[src/rtl/core/glyph_framebuffer_renderer_unit_assert.svh]
// ----------------------------------------------------------------------------
// glyph framebuffer renderer assertion macros
// shared property forms for the controller and the datapath
// ----------------------------------------------------------------------------
`ifndef GLYPH_FRAMEBUFFER_RENDERER_UNIT_ASSERT_SVH
`define GLYPH_FRAMEBUFFER_RENDERER_UNIT_ASSERT_SVH

// same-cycle implication, checked out of reset
`define GFR_ASSERT_SAME(lbl, ante, cons, msg) \
  lbl: assert property (@(posedge clk) disable iff (!rst_n) (ante) |-> (cons)) \
    else $error(msg);

// next-cycle implication, checked out of reset
`define GFR_ASSERT_NEXT(lbl, ante, cons, msg) \
  lbl: assert property (@(posedge clk) disable iff (!rst_n) (ante) |=> (cons)) \
    else $error(msg);

`endif

[src/rtl/core/gfr_pkg.sv]
// ----------------------------------------------------------------------------
// gfr_pkg
// constants, types and the 5x7 font for the glyph framebuffer renderer
// ----------------------------------------------------------------------------
package gfr_pkg;

  // display geometry
  localparam int DISPLAY_WIDTH  = 128;
  localparam int DISPLAY_HEIGHT = 64;

  // field widths
  localparam int X_W    = 9;
  localparam int Y_W    = 8;
  localparam int CODE_W = 8;
  localparam int ADDR_W = 10;
  localparam int DATA_W = 8;

  localparam int STORE_DEPTH = 1 << ADDR_W;

  // page index is signed, one more than y >>> 3 can reach after +1
  localparam int PG_W  = Y_W - 2;
  localparam int ROW_W = PG_W + 2;
  localparam int IDX_W = X_W + PG_W;

  localparam int GLYPH_COLS = 5;
  localparam int GLYPH_ROWS = 7;
  localparam int COL_W      = 3;

  localparam logic [CODE_W-1:0] CHAR_LOWER_A = 8'h61;
  localparam logic [CODE_W-1:0] CHAR_LOWER_Z = 8'h7a;
  localparam logic [CODE_W-1:0] CHAR_UPPER_A = 8'h41;
  localparam logic [CODE_W-1:0] FONT_FIRST   = 8'h20;
  localparam logic [CODE_W-1:0] FONT_LAST    = 8'h5f;

  typedef enum logic [1:0] {
    CMD_CLEAR = 2'd0,
    CMD_PIXEL = 2'd1,
    CMD_CHAR  = 2'd2,
    CMD_READ  = 2'd3
  } cmd_code_t;

  typedef enum logic [2:0] {
    ST_CLEAR,
    ST_IDLE,
    ST_DRAW_RD,
    ST_DRAW_WR,
    ST_READ_RD,
    ST_READ_OUT
  } state_t;

  typedef enum logic [1:0] {
    ADDR_DRAW,
    ADDR_BYTE,
    ADDR_CLEAR
  } addr_sel_t;

  // controller to datapath
  typedef struct packed {
    logic      load;
    logic      single;
    logic      mem_rd;
    logic      mem_wr;
    logic      clr_wr;
    logic      step;
    logic      out_load;
    addr_sel_t addr_sel;
  } ctrl_cmd_t;

  // datapath to controller
  typedef struct packed {
    logic half;
    logic col_last;
    logic clr_last;
    logic out_busy;
  } dp_status_t;

  // column 0 sits in the top byte
  typedef logic [GLYPH_COLS-1:0][7:0] glyph_t;

  localparam glyph_t QMARK = 40'h0201510906;

  localparam glyph_t FONT_ROM [64] = '{
    40'h0000000000, 40'h00005f0000, QMARK,          QMARK,
    QMARK,          QMARK,          QMARK,          QMARK,
    QMARK,          QMARK,          QMARK,          QMARK,
    QMARK,          40'h0808080808, 40'h0060600000, 40'h2010080402,
    40'h3e5149453e, 40'h00427f4000, 40'h4261514946, 40'h2141454b31,
    40'h1814127f10, 40'h2745454539, 40'h3c4a494930, 40'h0171090503,
    40'h3649494936, 40'h064949291e, 40'h0036360000, QMARK,
    40'h0814224100, QMARK,          40'h4122140800, QMARK,
    QMARK,          40'h7e1111117e, 40'h7f49494936, 40'h3e41414122,
    40'h7f4141221c, 40'h7f49494941, 40'h7f09090901, 40'h3e4149497a,
    40'h7f0808087f, 40'h00417f4100, 40'h2040413f01, 40'h7f08142241,
    40'h7f40404040, 40'h7f020c027f, 40'h7f0408107f, 40'h3e4141413e,
    40'h7f09090906, 40'h3e4151215e, 40'h7f09192946, 40'h4649494931,
    40'h01017f0101, 40'h3f4040403f, 40'h1f2040201f, 40'h3f4038403f,
    40'h6314081463, 40'h0708700807, 40'h6151494543, QMARK,
    QMARK,          QMARK,          QMARK,          40'h4040404040
  };

  // lowercase folds to uppercase, anything outside the font is a question mark
  function automatic glyph_t glyph_of(input logic [CODE_W-1:0] code);
    logic [CODE_W-1:0] c;
    logic [5:0]        slot;
    c = code;
    if (c >= CHAR_LOWER_A && c <= CHAR_LOWER_Z) begin
      c = c - (CHAR_LOWER_A - CHAR_UPPER_A);
    end
    slot = c[5:0] - FONT_FIRST[5:0];
    if (c >= FONT_FIRST && c <= FONT_LAST) begin
      return FONT_ROM[slot];
    end
    return QMARK;
  endfunction

endpackage

[src/rtl/core/gfr_ctrl.sv]
// ----------------------------------------------------------------------------
// gfr_ctrl
// sequencer for clear sweeps, read-modify-write drawing and byte reads
// ----------------------------------------------------------------------------
`include "glyph_framebuffer_renderer_unit_assert.svh"

module gfr_ctrl import gfr_pkg::*; (
  input  logic       clk,
  input  logic       rst_n,
  input  logic       in_valid,
  input  logic [1:0] in_command,
  output logic       in_ready,
  input  dp_status_t status,
  output ctrl_cmd_t  cmd
);

  state_t state_r, state_nxt;
  logic   single_r, single_nxt;
  cmd_code_t code;

  assign code = cmd_code_t'(in_command);

  always_ff @(posedge clk) begin
    if (!rst_n) begin
      state_r  <= ST_CLEAR;
      single_r <= 1'b0;
    end else begin
      state_r  <= state_nxt;
      single_r <= single_nxt;
    end
  end

  always_comb begin
    state_nxt    = state_r;
    single_nxt   = single_r;
    in_ready     = 1'b0;
    cmd          = '0;
    cmd.addr_sel = ADDR_DRAW;
    unique case (state_r)
      ST_CLEAR: begin
        cmd.clr_wr   = 1'b1;
        cmd.addr_sel = ADDR_CLEAR;
        if (status.clr_last) begin
          state_nxt = ST_IDLE;
        end
      end
      ST_IDLE: begin
        in_ready = 1'b1;
        if (in_valid) begin
          cmd.load   = 1'b1;
          cmd.single = (code == CMD_PIXEL);
          single_nxt = (code == CMD_PIXEL);
          unique case (code)
            CMD_CLEAR:           state_nxt = ST_CLEAR;
            CMD_PIXEL, CMD_CHAR: state_nxt = ST_DRAW_RD;
            CMD_READ:            state_nxt = ST_READ_RD;
            default:             state_nxt = ST_IDLE;
          endcase
        end
      end
      ST_DRAW_RD: begin
        cmd.mem_rd = 1'b1;
        state_nxt  = ST_DRAW_WR;
      end
      ST_DRAW_WR: begin
        cmd.mem_wr = 1'b1;
        if (status.half && (single_r || status.col_last)) begin
          state_nxt = ST_IDLE;
        end else begin
          cmd.step  = 1'b1;
          state_nxt = ST_DRAW_RD;
        end
      end
      ST_READ_RD: begin
        cmd.mem_rd   = 1'b1;
        cmd.addr_sel = ADDR_BYTE;
        state_nxt    = ST_READ_OUT;
      end
      ST_READ_OUT: begin
        cmd.addr_sel = ADDR_BYTE;
        if (!status.out_busy) begin
          cmd.out_load = 1'b1;
          state_nxt    = ST_IDLE;
        end
      end
      default: begin
        state_nxt = ST_IDLE;
      end
    endcase
  end

  `GFR_ASSERT_SAME(a_write_after_read, state_r == ST_DRAW_WR,
    $past(state_r) == ST_DRAW_RD, "draw write without its read")
  `GFR_ASSERT_NEXT(a_sweep_holds, (state_r == ST_CLEAR) && !status.clr_last,
    state_r == ST_CLEAR, "clear sweep left early")
  `GFR_ASSERT_SAME(a_ready_only_idle, in_ready, state_r == ST_IDLE,
    "request taken outside idle")

endmodule

[config.mk]
export PLATFORM = sky130hd
export DESIGN_NAME = gfr_ctrl
export DESIGN_NICKNAME = d
export VERILOG_FILES = /design/src/rtl/core/gfr_pkg.sv /design/src/rtl/core/gfr_ctrl.sv
export VERILOG_INCLUDE_DIRS = /design/src /design/src/rtl/core
export SDC_FILE = /design/constraint.sdc
export NUM_CORES = 1
export LEC_CHECK = 0
export ABC_CLOCK_PERIOD_IN_PS = 970
export BUFFER_PORTS_ARGS = -buffer_cell sky130_fd_sc_hd__buf_2
export CAP_MARGIN = 15
export CORE_AREA = 2 2 39 41
export DETAILED_ROUTE_END_ITERATION = 8
export DIE_AREA = 0 0 41 43
export PLACE_DENSITY = 0.56
export REMOVE_ABC_BUFFERS = 1
export SKIP_CTS_REPAIR_TIMING = 1
export SYNTH_ARGS = -nofsm -noshare
export SYNTH_HDL_FRONTEND = slang
export SYNTH_SLANG_ARGS = --single-unit
[constraint.sdc]
create_clock -name clk -period 0.97 [get_ports clk]
set_input_delay 0.1455 -clock clk [delete_from_list [all_inputs] [get_ports clk]]
set_output_delay 0.1455 -clock clk [all_outputs]
set_load 0.05 [all_outputs]
Yosys cells after proc, flatten, opt, wreduce, memory -nomap -nowiden
Index checks and enable logic that the tools add are counted.
W data, S select, Z words.
{"block": "word_totals", "ff_bits": 4, "in_bits": 9, "output_inout_bits": 10, "elab_cells": 39}
{"block": "classes", "n_eq_ne": 11, "muxes": 17, "n_reduce_logical": 9}
{"operator": "$pmux W3 S6", "n": 1}
{"operator": "$mux W3", "n": 3}
{"operator": "$pmux W3 S3", "n": 1}
{"operator": "$mux W1", "n": 8}
{"operator": "$eq A3 B2 Y1 const B", "n": 2}
{"operator": "$eq A3 B3 Y1 const B", "n": 2}
{"operator": "$mux W2", "n": 3}
{"operator": "$ne A2 B2 Y1 const B", "n": 3}
{"operator": "$reduce_or A2 Y1", "n": 3}
{"operator": "$eq A2 B2 Y1 const B", "n": 2}
{"operator": "$pmux W2 S2", "n": 1}
{"operator": "$eq A3 B1 Y1 const B", "n": 1}
{"operator": "$logic_not A3 Y1", "n": 1}
{"operator": "$reduce_and A3 Y1", "n": 1}
{"operator": "$eq A2 B1 Y1 const B", "n": 1}
{"operator": "$logic_not A2 Y1", "n": 1}
{"operator": "$reduce_and A2 Y1", "n": 1}
{"operator": "$logic_and A1 B1 Y1", "n": 1}
{"operator": "$logic_or A1 B1 Y1", "n": 1}

Depth between registers and ports, before layout
{"block": "depth", "depth_word": 5, "ltp_mapped": 4}

Least setup slack after synthesis
Ideal clock, no wire load.
{"block": "synth_timing", "path_type": "register -> output", "startpoint": "reg state_r[2]", "endpoint": "out cmd[2] in the netlist's numbering", "arrival_time_ps": 2143, "path_slack_ps": -1319, "stages_incl_launch_ff": 4, "path_cell_list": "dfxtp_1 buf_6 inv_1 nor4b_1"}
{"item": "from (decl)", "line_no": "gfr_ctrl.sv:17", "source": "state_t state_r, state_nxt;"}
{"item": "from (signal assigned)", "line_no": "gfr_ctrl.sv:28", "source": "state_r <= state_nxt;"}
{"item": "to (decl)", "line_no": "gfr_ctrl.sv:14", "source": "output ctrl_cmd_t cmd"}

==> flow_summary.toml <==
[clock_network]
cts_buffer_depth = 2
cts.sinks = 4
numCtsBuffers = 3
htreeDepth = 1
clkTransAtPathRegs_ps = 40
clkLatencyLatePin_ps = 240
root_buffer = "clkbuf_4"
cts_tree = "built"

[timing]
fin_ws_ps = -363
worst_pin_slew_ps = 257
period_share_pct = 137
setup_viol_count_final = 13
final_hold_viol_count = 0
slew_headroom_pct = 82.8
rsz0062_at_grt = "true"
finalMaxSlewViolations = 0
fin_skew_ps = 7.43
fmax_ghz = 0.750
period_minus_slack_ps = 1330

[layout]
final_common_cell = "buf_4"
fin_area_sq_um = 704
drive_gt1_share_pct = 74.6
antenna_cells = 0
fin_util_pct = 50.9
finalNetCount = 80
final_cell_mix = "11 x buf_4, 9 x buf_2, 9 x buf_6"
syn_to_final_growth_pct = 110
fillers = 128

[power_and_ir_drop]
total_power_mw = 0.760
power.leakage_nw = 0.317
peakVddDrop_v = 0.000647
powerDensity_mw_per_mm2 = 1080

[die]
start_util_pct = 24.2
coreArea_sq_mm = 0.00138
die_h_um = 43
fp.dieW_um = 41
num_rows = 14
dieArea_sq_mm = 0.00176
io-pin-count = 19

[synthesis]
ys_seq_area_share_pct = 23.9
ys_types = 25
synth_area_sq_um = 335
synth-seq-cells = 4
synth_area_leaders = "dfxtp_1 24%, and3b_1 7.8%, ha_1 7.5%"
yosys.area.top_type = "dfxtp_1"
synthCells = 37
ys_warn_count = 0
netlist.area_leader.share_pct = 23.9
post_synth.cell_area_avg_sq_um = 9.06

[route]
ant_nets = 0
wl_per_cell_um = 12.5
drc_errors = 0
drtPass1Iterations = 4
dr_total_vias = 387
drt-total-wl_mm = 1.04
dr.first_iter.drc_count = 3
viasPerCell = 4.66

[run_status]
outcome = "complete, but fails checks"
violations = "negative setup slack"

[grt]
grt_pass1_wl_mm = 1.32
grt_pass1_vias = 332
grtUsageTotal_pct = 11.4
globalRouteOverflowTotal = 0
grt_max_degree = 7
antenna_found_initial = 0

[critical_path]
critPathKind = "reg2out"
startpoint_type = "flop"
cp_data_required_time_ps = 820
cp_max_fo = 5
crit_arrival_ps = 1190
end_kind = "primary output"

[place]
dp_hpwl_um = 704
place_congestion = 0.808
place_area_sq_um = 512
portBuffers = 18

[min_path]
hp-class = "in2reg"

[run]
maxCapViolCount = 0
-- layer usage --
metal	GRT usage (%)	up-vias	part of all wire [%]
met3	3.14	2	7.2
met2	13.4	19	50
met4	8.00	0	0.39
met1	16.8	167	42
met5	0	-	0
li1	-	199	-
-- cells by family (layout without fill, tap and decap cells) --
logic type	after synthesis	count (layout)	share of synthesized area [%]
compound gates	7	7	16.0
xor+xnor	1	1	2.61
mux	1	1	2.99
buf+inv	6	36	11.6
fa+ha+maj	2	2	7.46
flops	4	4	23.9
simple gates	16	16	35.4
-- critical path, cell delays in order (launching register included) --
cell      delay, ps
dfxtp_2         330
and4bb_2        320
and2_4          150
buf_8           140
-- path summary, 6_finish.rpt --
check / startpoint / cells after the start / slack, ps / endpoint
setup / recovery: state_r[2]$_SDFFE_PN0P_ / 3 / -360 / cmd[7]
hold / removal: rst_n / 3 / 180 / state_r[0]$_SDFFE_PN0P_
setup reg to reg: state_r[1]$_SDFFE_PN0P_ / 4 / -170 / state_r[1]$_SDFFE_PN0P_
hold reg to reg: state_r[1]$_SDFFE_PN0P_ / 2 / 580 / state_r[0]$_SDFFE_PN0P_
-- final cells by class --
type | instances | area (sq um) | share of cell area (%)
Inverter | 2 | 7.51 | 1.07
Timing Repair Buffer | 31 | 259 | 36.8
Sequential cell | 4 | 86.3 | 12.3
Clock buffer | 3 | 22.5 | 3.20
Multi-Input combinational cell | 27 | 309 | 43.9
Tap cell | 16 | 20.0 | 2.84
-- cell usage after synthesis, drive strengths merged --
library cell / number
a32o: 1
o41ai: 1
ha: 2
nand2: 2
mux2i: 1
xnor2: 1
nor3b: 1
o21ai: 1
nor3: 1
o211ai: 2
nor4b: 2
dfxtp: 4
nor4bb: 1
and4bb: 1
and3b: 3
a31oi: 1
a41oi: 1
inv: 2
nor2: 2
buf: 4
and2: 2
or2: 1
-- sequential cells by signal, summed over array words and instances, names as in the netlist --
| name | count |
|---|---|
| state_r | 3 |
| single_r | 1 |
-- stage by stage --
step / worst slack [ps] / TNS, ps / std cells / hold slack [ps]
after global placement: -281 / -1880 / 80 / 455
after CTS: -481 / -4300 / 83 / 192
after global routing: -396 / -3840 / 83 / 182
final: -363 / -3280 / 83 / 179
after detailed placement: -213 / -1690 / 80 / 448
after floorplan: -1680 / -8140 / 33 / 272
-- where the power goes --
group	switching, mW	internal [mW]	total (mW)
Combinational	0.195	0.163	0.359
Clock	0.0743	0.139	0.213
Sequential	0.0125	0.176	0.189
Total	0.282	0.478	0.760
Power figures use the tool's default switching activity.
